**config.mk**
```make
export PLATFORM = sky130hd
export DESIGN_NAME = tar_stream_entry_parser_unit
export DESIGN_NICKNAME = d
export VERILOG_FILES = /design/src/rtl/tsep_pkg.sv /design/src/rtl/tsep_front.sv /design/src/rtl/tsep_queue.sv /design/src/rtl/tsep_back.sv /design/src/rtl/tar_stream_entry_parser_unit.sv
export SDC_FILE = /design/constraint.sdc
export NUM_CORES = 1
export LEC_CHECK = 0
export BUFFER_PORTS_ARGS = -buffer_cell sky130_fd_sc_hd__buf_2
export CAP_MARGIN = 20
export CELL_PAD_IN_SITES_DETAIL_PLACEMENT = 1
export CELL_PAD_IN_SITES_GLOBAL_PLACEMENT = 1
export CORE_MARGIN = 4
export CORE_UTILIZATION = 40
export DETAILED_ROUTE_END_ITERATION = 7
export GPL_TIMING_DRIVEN = 1
export PLACE_DENSITY = 0.73
export RECOVER_POWER = 25
export SLEW_MARGIN = 20
export SYNTH_ARGS = -nofsm -noshare
export SYNTH_HDL_FRONTEND = slang
export SYNTH_SLANG_ARGS = --single-unit
```
**constraint.sdc**
```tcl
create_clock -name clk -period 4.5 [get_ports clk]
set_input_delay 0 -clock clk [delete_from_list [all_inputs] [get_ports clk]]
set_output_delay 0 -clock clk [all_outputs]
set_load 0.02 [all_outputs]
```
**src/rtl/tsep_pkg.sv**
```systemverilog
`timescale 1ns / 1ps
// Shared types, codes and header layout constants for the tar stream entry parser.
// Used by every module of the block; depends on nothing.
package tsep_pkg;

	localparam int SIZE_BITS_DEF   = 36;
	localparam int QUEUE_DEPTH_DEF = 4;
	localparam int OUT_SIZE_W      = 36;

	localparam logic [8:0] BLOCK_LAST = 9'd511;
	localparam logic [8:0] NAME_LEN   = 9'd100;
	localparam logic [8:0] NAME_LAST  = 9'd99;
	localparam logic [8:0] SIZE_OFF   = 9'd124;
	localparam logic [8:0] SIZE_END   = 9'd136;
	localparam logic [8:0] TYPE_OFF   = 9'd156;
	localparam logic [8:0] MAGIC_OFF  = 9'd257;
	localparam logic [8:0] MAGIC_END  = 9'd263;

	localparam logic [7:0] CHAR_NUL  = 8'h00;
	localparam logic [7:0] CHAR_ZERO = 8'h30;

	typedef enum logic [1:0] {
		MODE_HEADER  = 2'd0,
		MODE_CONTENT = 2'd1,
		MODE_ENDED   = 2'd2,
		MODE_ERROR   = 2'd3
	} mode_t;

	typedef enum logic [2:0] {
		KIND_NAME    = 3'd0,
		KIND_START   = 3'd1,
		KIND_CONTENT = 3'd2,
		KIND_END     = 3'd3,
		KIND_BAD     = 3'd4
	} kind_t;

	typedef struct packed {
		kind_t                   kind;
		logic [7:0]              byte_value;
		logic [OUT_SIZE_W-1:0]   entry_size;
		logic                    last;
	} res_t;

	// Expected characters of the magic field, "ustar " with a trailing space.
	function automatic logic [7:0] magic_char(input logic [2:0] idx);
		logic [7:0] c;
		unique case (idx)
			3'd0:    c = 8'h75;
			3'd1:    c = 8'h73;
			3'd2:    c = 8'h74;
			3'd3:    c = 8'h61;
			3'd4:    c = 8'h72;
			3'd5:    c = 8'h20;
			default: c = 8'h00;
		endcase
		return c;
	endfunction

endpackage

```
**src/rtl/tsep_front.sv**
```systemverilog
`timescale 1ns / 1ps
// Front end: tracks header and content positions, classifies each archive byte
// and produces at most one result beat per byte. Depends on tsep_pkg.
module tsep_front #(
	parameter int SIZE_BITS = tsep_pkg::SIZE_BITS_DEF
) (
	input  logic              clk,
	input  logic              arst_n,
	input  logic              take,
	input  logic [7:0]        stream_byte,
	output logic              push,
	output tsep_pkg::res_t    res
);

	localparam int CPOS_W = SIZE_BITS + 1;

	tsep_pkg::mode_t        mode_q, mode_d;
	logic [8:0]             header_pos_q;
	logic                   name_empty_q;
	logic                   magic_match_q;
	logic [SIZE_BITS-1:0]   size_accum_q;
	logic                   size_stopped_q;
	logic                   regular_type_q;
	logic [SIZE_BITS-1:0]   entry_total_q;
	logic [CPOS_W-1:0]      content_pos_q;

	logic [CPOS_W-1:0]      cpos_inc;
	logic [CPOS_W-1:0]      total_ext;
	logic                   header_end;
	logic                   content_done;
	logic                   size_zero;
	logic                   in_size_field;
	logic                   in_magic_field;
	logic [8:0]             magic_idx;
	logic [63:0]            size_wide;

	assign cpos_inc       = content_pos_q + CPOS_W'(1);
	assign total_ext      = {1'b0, entry_total_q};
	assign header_end     = (header_pos_q == tsep_pkg::BLOCK_LAST);
	assign content_done   = (cpos_inc >= total_ext) && (cpos_inc[8:0] == 9'd0);
	assign size_zero      = (size_accum_q == '0);
	assign in_size_field  = (header_pos_q >= tsep_pkg::SIZE_OFF) &&
		(header_pos_q < tsep_pkg::SIZE_END) && !size_stopped_q;
	assign in_magic_field = (header_pos_q >= tsep_pkg::MAGIC_OFF) &&
		(header_pos_q < tsep_pkg::MAGIC_END);
	assign magic_idx      = header_pos_q - tsep_pkg::MAGIC_OFF;
	assign size_wide      = 64'(size_accum_q);

	always_comb begin
		mode_d = mode_q;
		if (take) begin
			unique case (mode_q)
				tsep_pkg::MODE_HEADER: begin
					if (header_end) begin
						if (name_empty_q)
							mode_d = tsep_pkg::MODE_ENDED;
						else if (!magic_match_q)
							mode_d = tsep_pkg::MODE_ERROR;
						else if (!size_zero)
							mode_d = tsep_pkg::MODE_CONTENT;
					end
				end
				tsep_pkg::MODE_CONTENT: begin
					if (content_done)
						mode_d = tsep_pkg::MODE_HEADER;
				end
				default: mode_d = mode_q;
			endcase
		end
	end

	always_comb begin
		push           = 1'b0;
		res.kind       = tsep_pkg::KIND_NAME;
		res.byte_value = 8'd0;
		res.entry_size = '0;
		res.last       = 1'b0;
		if (take) begin
			unique case (mode_q)
				tsep_pkg::MODE_HEADER: begin
					if (header_pos_q < tsep_pkg::NAME_LEN) begin
						push           = 1'b1;
						res.byte_value = stream_byte;
						res.last       = (header_pos_q == tsep_pkg::NAME_LAST);
					end else if (header_end) begin
						if (name_empty_q) begin
							push     = 1'b1;
							res.kind = tsep_pkg::KIND_END;
						end else if (!magic_match_q) begin
							push     = 1'b1;
							res.kind = tsep_pkg::KIND_BAD;
						end else if (regular_type_q) begin
							push           = 1'b1;
							res.kind       = tsep_pkg::KIND_START;
							res.entry_size = size_wide[tsep_pkg::OUT_SIZE_W-1:0];
							res.last       = size_zero;
						end
					end
				end
				tsep_pkg::MODE_CONTENT: begin
					if ((content_pos_q < total_ext) && regular_type_q) begin
						push           = 1'b1;
						res.kind       = tsep_pkg::KIND_CONTENT;
						res.byte_value = stream_byte;
						res.last       = (cpos_inc == total_ext);
					end
				end
				default: push = 1'b0;
			endcase
		end
	end

	always_ff @(posedge clk or negedge arst_n) begin
		if (!arst_n) begin
			mode_q         <= tsep_pkg::MODE_HEADER;
			header_pos_q   <= 9'd0;
			name_empty_q   <= 1'b0;
			magic_match_q  <= 1'b1;
			size_accum_q   <= '0;
			size_stopped_q <= 1'b0;
			regular_type_q <= 1'b0;
			entry_total_q  <= '0;
			content_pos_q  <= '0;
		end else if (take) begin
			mode_q <= mode_d;
			if (mode_q == tsep_pkg::MODE_HEADER) begin
				if (header_end) begin
					// Fresh header state; the type survives only into a content phase.
					header_pos_q   <= 9'd0;
					name_empty_q   <= 1'b0;
					magic_match_q  <= 1'b1;
					size_accum_q   <= '0;
					size_stopped_q <= 1'b0;
					if (!name_empty_q && magic_match_q && !size_zero) begin
						entry_total_q <= size_accum_q;
						content_pos_q <= '0;
					end else begin
						regular_type_q <= 1'b0;
					end
				end else begin
					header_pos_q <= header_pos_q + 9'd1;
					if (header_pos_q == 9'd0)
						name_empty_q <= (stream_byte == tsep_pkg::CHAR_NUL);
					if (in_size_field) begin
						if (stream_byte == tsep_pkg::CHAR_NUL)
							size_stopped_q <= 1'b1;
						else
							size_accum_q <= {size_accum_q[SIZE_BITS-4:0], 3'b000} +
								SIZE_BITS'(stream_byte) - SIZE_BITS'(tsep_pkg::CHAR_ZERO);
					end
					if (header_pos_q == tsep_pkg::TYPE_OFF)
						regular_type_q <= (stream_byte == tsep_pkg::CHAR_NUL) ||
							(stream_byte == tsep_pkg::CHAR_ZERO);
					if (in_magic_field &&
						(stream_byte != tsep_pkg::magic_char(magic_idx[2:0])))
						magic_match_q <= 1'b0;
				end
			end else if (mode_q == tsep_pkg::MODE_CONTENT) begin
				content_pos_q <= cpos_inc;
				if (content_done) begin
					header_pos_q   <= 9'd0;
					name_empty_q   <= 1'b0;
					magic_match_q  <= 1'b1;
					size_accum_q   <= '0;
					size_stopped_q <= 1'b0;
					regular_type_q <= 1'b0;
				end
			end
		end
	end

	a_ended_sticky: assert property (@(posedge clk) disable iff (!arst_n)
		mode_q == tsep_pkg::MODE_ENDED |=> mode_q == tsep_pkg::MODE_ENDED)
		else $error("end of archive state was left");

	a_error_sticky: assert property (@(posedge clk) disable iff (!arst_n)
		mode_q == tsep_pkg::MODE_ERROR |=> mode_q == tsep_pkg::MODE_ERROR)
		else $error("error state was left");

	a_no_push_when_stopped: assert property (@(posedge clk) disable iff (!arst_n)
		(mode_q == tsep_pkg::MODE_ENDED || mode_q == tsep_pkg::MODE_ERROR) |-> !push)
		else $error("result produced after the archive stopped");

	a_content_bounded: assert property (@(posedge clk) disable iff (!arst_n)
		(push && res.kind == tsep_pkg::KIND_CONTENT) |-> (content_pos_q < total_ext))
		else $error("content beat past the entry size");

endmodule

```
**src/rtl/tsep_queue.sv**
```systemverilog
`timescale 1ns / 1ps
// Small result queue between the front end and the output stage.
// Circular buffer with an occupancy count; depends on tsep_pkg for the beat type.
module tsep_queue #(
	parameter int DEPTH = tsep_pkg::QUEUE_DEPTH_DEF
) (
	input  logic              clk,
	input  logic              arst_n,
	input  logic              push,
	input  tsep_pkg::res_t    push_data,
	input  logic              pop,
	output tsep_pkg::res_t    head,
	output logic              empty,
	output logic              full
);

	localparam int PTR_W = (DEPTH > 1) ? $clog2(DEPTH) : 1;
	localparam int CNT_W = $clog2(DEPTH + 1);

	tsep_pkg::res_t     mem [DEPTH];
	logic [PTR_W-1:0]   wr_ptr_q, rd_ptr_q;
	logic [CNT_W-1:0]   count_q;
	logic               do_push, do_pop;

	assign empty   = (count_q == CNT_W'(0));
	assign full    = (count_q == CNT_W'(DEPTH));
	assign do_push = push && !full;
	assign do_pop  = pop && !empty;
	assign head    = mem[rd_ptr_q];

	function automatic logic [PTR_W-1:0] next_ptr(input logic [PTR_W-1:0] p);
		return (p == PTR_W'(DEPTH - 1)) ? PTR_W'(0) : p + PTR_W'(1);
	endfunction

	always_ff @(posedge clk) begin
		if (do_push)
			mem[wr_ptr_q] <= push_data;
	end

	always_ff @(posedge clk or negedge arst_n) begin
		if (!arst_n) begin
			wr_ptr_q <= '0;
			rd_ptr_q <= '0;
			count_q  <= '0;
		end else begin
			if (do_push)
				wr_ptr_q <= next_ptr(wr_ptr_q);
			if (do_pop)
				rd_ptr_q <= next_ptr(rd_ptr_q);
			if (do_push && !do_pop)
				count_q <= count_q + CNT_W'(1);
			else if (do_pop && !do_push)
				count_q <= count_q - CNT_W'(1);
		end
	end

endmodule

```
**src/rtl/tsep_back.sv**
```systemverilog
`timescale 1ns / 1ps
// Output stage: pulls result beats from the queue into a registered
// valid/ready port. Depends on tsep_pkg for the beat type.
module tsep_back (
	input  logic                              clk,
	input  logic                              arst_n,
	input  logic                              q_empty,
	input  tsep_pkg::res_t                    q_head,
	output logic                              q_pop,
	output logic                              out_valid,
	input  logic                              out_ready,
	output logic [2:0]                        kind,
	output logic [7:0]                        byte_value,
	output logic [tsep_pkg::OUT_SIZE_W-1:0]   entry_size,
	output logic                              last
);

	logic            valid_q;
	tsep_pkg::res_t  data_q;

	// Refill whenever the register is empty or its beat leaves this cycle.
	assign q_pop      = !q_empty && (!valid_q || out_ready);
	assign out_valid  = valid_q;
	assign kind       = data_q.kind;
	assign byte_value = data_q.byte_value;
	assign entry_size = data_q.entry_size;
	assign last       = data_q.last;

	always_ff @(posedge clk or negedge arst_n) begin
		if (!arst_n)
			valid_q <= 1'b0;
		else if (q_pop)
			valid_q <= 1'b1;
		else if (out_ready)
			valid_q <= 1'b0;
	end

	always_ff @(posedge clk) begin
		if (q_pop)
			data_q <= q_head;
	end

endmodule

```
**src/rtl/tar_stream_entry_parser_unit.sv**
```systemverilog
`timescale 1ns / 1ps
// Top level of the tar stream entry parser: front end, result queue, output stage.
// Depends on tsep_pkg, tsep_front, tsep_queue and tsep_back.
//
// Usage: archive bytes arrive one per beat on in_valid/in_ready/stream_byte.
// Results leave on out_valid/out_ready with kind, byte_value, entry_size, last:
// the 100 name bytes of each header, an entry start for regular files, their
// content bytes, and a final end-of-archive or bad-magic beat. Bytes that
// cause no result (rest of the header, padding, other entry types) are still
// consumed, one per cycle while in_ready is high.
// Throughput is one byte per cycle while the queue is not full; the header position
// counter steps once per header byte and the octal shift-add once per size digit.
// A result is written to the queue at the edge that accepts its byte and then loads into
// the output register when that register is empty or its beat is taken.
// When the receiver stalls, results collect in the QUEUE_DEPTH-entry queue
// and in_ready drops once it is full; nothing is lost or repeated.
// After reset the parser expects the first header byte, the queue and the
// output register are empty. End of archive and bad magic are sticky until
// the next reset; later bytes are accepted and dropped.
module tar_stream_entry_parser_unit #(
	parameter int SIZE_BITS   = tsep_pkg::SIZE_BITS_DEF,
	parameter int QUEUE_DEPTH = tsep_pkg::QUEUE_DEPTH_DEF
) (
	input  logic                              clk,
	input  logic                              arst_n,
	input  logic                              in_valid,
	output logic                              in_ready,
	input  logic [7:0]                        stream_byte,
	output logic                              out_valid,
	input  logic                              out_ready,
	output logic [2:0]                        kind,
	output logic [7:0]                        byte_value,
	output logic [tsep_pkg::OUT_SIZE_W-1:0]   entry_size,
	output logic                              last
);

	logic            take;
	logic            push;
	tsep_pkg::res_t  res;
	tsep_pkg::res_t  q_head;
	logic            q_empty, q_full, q_pop;

	assign in_ready = !q_full;
	assign take     = in_valid && in_ready;

	tsep_front #(
		.SIZE_BITS (SIZE_BITS)
	) u_front (
		.clk         (clk),
		.arst_n      (arst_n),
		.take        (take),
		.stream_byte (stream_byte),
		.push        (push),
		.res         (res)
	);

	tsep_queue #(
		.DEPTH (QUEUE_DEPTH)
	) u_queue (
		.clk       (clk),
		.arst_n    (arst_n),
		.push      (push),
		.push_data (res),
		.pop       (q_pop),
		.head      (q_head),
		.empty     (q_empty),
		.full      (q_full)
	);

	tsep_back u_back (
		.clk        (clk),
		.arst_n     (arst_n),
		.q_empty    (q_empty),
		.q_head     (q_head),
		.q_pop      (q_pop),
		.out_valid  (out_valid),
		.out_ready  (out_ready),
		.kind       (kind),
		.byte_value (byte_value),
		.entry_size (entry_size),
		.last       (last)
	);

endmodule
```
==> impl_metrics.tcl <==
set metrics [dict create \
    setup_ws_ns 0.256 \
    required_ns 4.93 \
    sw_frac_of_total_pct 28.2 \
    gp_congestion 0.856 \
    synth_xor_area_share_pct 3.15 \
    clk_pin_slew_ns 0.06 \
    cts_tree "built" \
    cts_max_path_buffers 3 \
    synth_cells 1549 \
    pwr-share-comb_pct 20.4 \
    synth_top_area_share_pct 37.5 \
    crit_chain "and3_1 -> nand3_2 -> or3_4 -> nor3_4 -> and4_2 -> nand3_1 -> xnor2_1 -> ha_1 -> nand3_1 -> nor4_1 -> nand4b_1 -> and4bb_4 -> nand3_4 -> nand3_4 -> buf_4 -> a22o_1" \
    die_area_sq_mm 0.0516 \
    crit_arrival_ns 4.67 \
    synth_compound_area_share_pct 10.6 \
    worst_slew_pin_slew_ns 2.82 \
    synthAdderAreaFrac_pct 9.07 \
    finClkSkew_ns 0.0161 \
    grt_setup_unrepaired "false" \
    critPathMaxStageDelay_ns 0.46 \
    synth-simple-area-share_pct 11.6 \
    final_util_pct 46.0 \
    ant_nets 0 \
    yosysTopAreaCell "edfxtp_1" \
    run_status "complete, but fails checks" \
    routed_wl_mm 50.1 \
    num_rows 80 \
    dr.pass1.iters 5 \
    cp-start-kind "flop" \
    final_cell_mix "edfxtp_1, ha_1, dfrtp_1" \
    p_sw_uw 2990 \
    synth-edff-count 240 \
    die_h_um 227 \
    avgSynthCellArea_sq_um 12.4 \
    yosysSeqAreaShare_pct 54.7 \
    drv_slew 142 \
    area_growth_pct 13.9 \
    core_sq_mm 0.0475 \
    clkLatencyLatePin_ns 0.56 \
    synth_top_family_by_area "simple AND/OR/NAND/NOR gates" \
    die_w_um 227 \
    clock_sinks 372 \
    port_buffers 61 \
    root_buffer "clkbuf_16" \
    grt_usage_pct 19.4 \
    drive_above_1_share_pct 12.5 \
    min_path_type "input pin to flop" \
    p_leak_uw 0.00896 \
    vias 13080 \
    synthFlopType "edfxtp_1" \
    cts_htree_levels 2 \
    vdd_drop_max_mv 0.269 \
    min_period_over_period_pct 94.3 \
    synthArstFlopShare_pct 35.5 \
    p_int_uw 7610 \
    synth_cell_type_count 88 \
    critical_path_buf_inv_count 1 \
    dp_hpwl_mm 34.9 \
    critPathMaxFanout 13 \
    mappedNetlistNets 1699 \
    synth-warning-count 0 \
    grt_pass1_vias 13962 \
    n_antenna_cell 0 \
    muxShareOfSynthArea_pct 7.10 \
    netlist_top_cells_area "edfxtp_1, dfrtp_1, ha_1" \
    finalCriticalPeriod_ns 4.24 \
    ys_ff_latch 372 \
    wl_per_cell_um 22.0 \
    crit_slowest_cell "dfrtp_1" \
    fillCellCount 4926 \
    avgViaCountPerCell 5.73 \
    grt_overflow_total 0 \
    violations "capacitance limit, slew limit" \
    final_common_cell "edfxtp_1" \
    nets 1785 \
    power.share.sequential_pct 45.6 \
    start_util_pct 40.4 \
    syn-cell-area_sq_mm 0.0192 \
    power_density_mw_per_mm2 485 \
    pwr-share-clk_pct 34.0 \
    maxSlewHeadroom_pct -88.3 \
    numCtsBuffers 41 \
    antenna_found_initial 0 \
    hold_viol 0 \
    io_pins 62 \
    pre_cts_ws_ns 0.142 \
    grt_max_degree 91 \
    drtIter0Drc 933 \
    cp-end-kind "flop" \
    path_class "flop to flop" \
    grt_pass1_wl_mm 78.8 \
    drv_cap 2 \
    cp_top_family "simple AND/OR/NAND/NOR gates" \
    clock.fmax_mhz 236 \
    report.final.setup_viol 0 \
    drc 0 \
]
[flip-flops by register name (all words and copies together) (netlist names), 3 cells and up]
name                   cells
u_back.entry_size         36
u_back.kind                3
u_front.header_pos_q       9
u_back.byte_value          8
u_queue.mem              192
u_front.entry_total_q     36
u_front.size_accum_q      36
u_queue.count_q            3
u_front.content_pos_q     37
[worst paths after layout]
check,startpoint,to,slack [ns],cells past startpoint
max,u_front.content_pos_q[1]$_DFFE_PN0P_,u_front.size_accum_q[16]$_DFFE_PN0P_,0.26,16
min,stream_byte[6],u_front.magic_match_q$_DFFE_PN1P_,0.04,6
min in group asynchronous,arst_n,u_front.content_pos_q[21]$_DFFE_PN0P_,0.75,2
min reg2reg,u_front.size_accum_q[24]$_DFFE_PN0P_,u_front.entry_total_q[24]$_DFFE_PN0P_,0.54,2
max reg2reg,u_front.content_pos_q[1]$_DFFE_PN0P_,u_front.size_accum_q[16]$_DFFE_PN0P_,0.26,16
max in group asynchronous,arst_n,u_queue.count_q[2]$_DFFE_PN0P_,1.46,3
[layer usage]
metal,track usage (%),share of wire (%)
met1,26.6,45
met2,32.5,48
met3,2.88,4.6
met4,5.21,2.1
met5,0,0
[cell families (layout without fill, tap and decap cells)]
| group | Yosys count | in the layout |
|---|---|---|
| AO/OA/AOI/OAI | 304 | 304 |
| flip-flops | 372 | 372 |
| AND/OR/NAND/NOR | 414 | 414 |
| XOR/XNOR | 69 | 69 |
| buffers and inverters | 177 | 295 |
| multiplexers | 75 | 75 |
| adder cells (fa/ha/maj) | 138 | 138 |
[final cells by class]
| type | count | area, sq um | area share, % |
|---|---|---|---|
| clock buffer | 50 | 1090 | 4.98 |
| tap | 615 | 769 | 3.52 |
| inverter | 114 | 428 | 1.96 |
| multi-input combinational | 1000 | 8060 | 36.9 |
| clock inverter | 25 | 355 | 1.63 |
| sequential | 372 | 10500 | 48.1 |
| timing repair buffer | 106 | 652 | 2.98 |
[per-stage QoR]
stage | instance area (sq um) | setup TNS (ns) | std cells | hold slack [ns] | power (uW)
after CTS | 21900 | 0 | 2280 | 0.0104 | 10800
after global routing | 21900 | 0 | 2282 | 0.0539 | 11100
after detailed placement | 20300 | 0 | 2195 | 0.188 | 7110
final | 21900 | 0 | 2282 | 0.0402 | 10600
after global placement | 20300 | 0 | 2195 | 0.174 | 6980
after floorplan | 19200 | -61.47 | 1549 | -0.296 | 6390
[Yosys cell counts (5+ instances only)]
library cell    n
buf_2          11
xnor2_1        47
nor3b_1        10
inv_1         113
or2_2           5
nand4_1        29
o211ai_1        9
o31ai_1        16
a211o_1         5
edfxtp_1      240
a21oi_1        55
or4_1           6
nor3_1         30
dfrtp_1       131
a31oi_1        10
nor4_1         35
nand2_1       107
buf_1           7
o21ai_1         5
nor2b_1         7
o21ai_0        88
nor2_1         67
xor2_1         22
a22o_1         31
clkbuf_1       38
mux4_2         48
and3_1         23
a211oi_1        8
or3_1           6
nand2b_1       10
ha_1          136
and2_1          7
nand3_1        42
mux2i_1        18
mux2_2          9
a21o_1         18
[what timing repair did]
action | in CTS | in global routing
buffers inserted | 0 | 0
setup endpoints to repair | 0 | 36
resized for setup | 0 | 5
endpoints found under the hold margin | 124 | 0
hold buffers | 10 | 0
[worst min-delay path: cells and delay by family]
kind / cells / cell delay [ns]
AO/OA/AOI/OAI: 3 / 0.29
AND/OR/NAND/NOR: 2 / 0.15
buffers and inverters: 1 / 0.12
[power by group through the flow]
| stage | Combinational [uW] | Clock [uW] | Sequential (uW) |
|---|---|---|---|
| after CTS | 2140 | 3690 | 4930 |
| final | 2160 | 3610 | 4830 |
| after global placement | 2060 | 0 | 4920 |
| after detailed placement | 2120 | 0 | 4990 |
| after global routing | 2360 | 3860 | 4910 |
| after floorplan | 1320 | 0 | 5070 |
No activity file was read; power rests on OpenSTA's default activity.
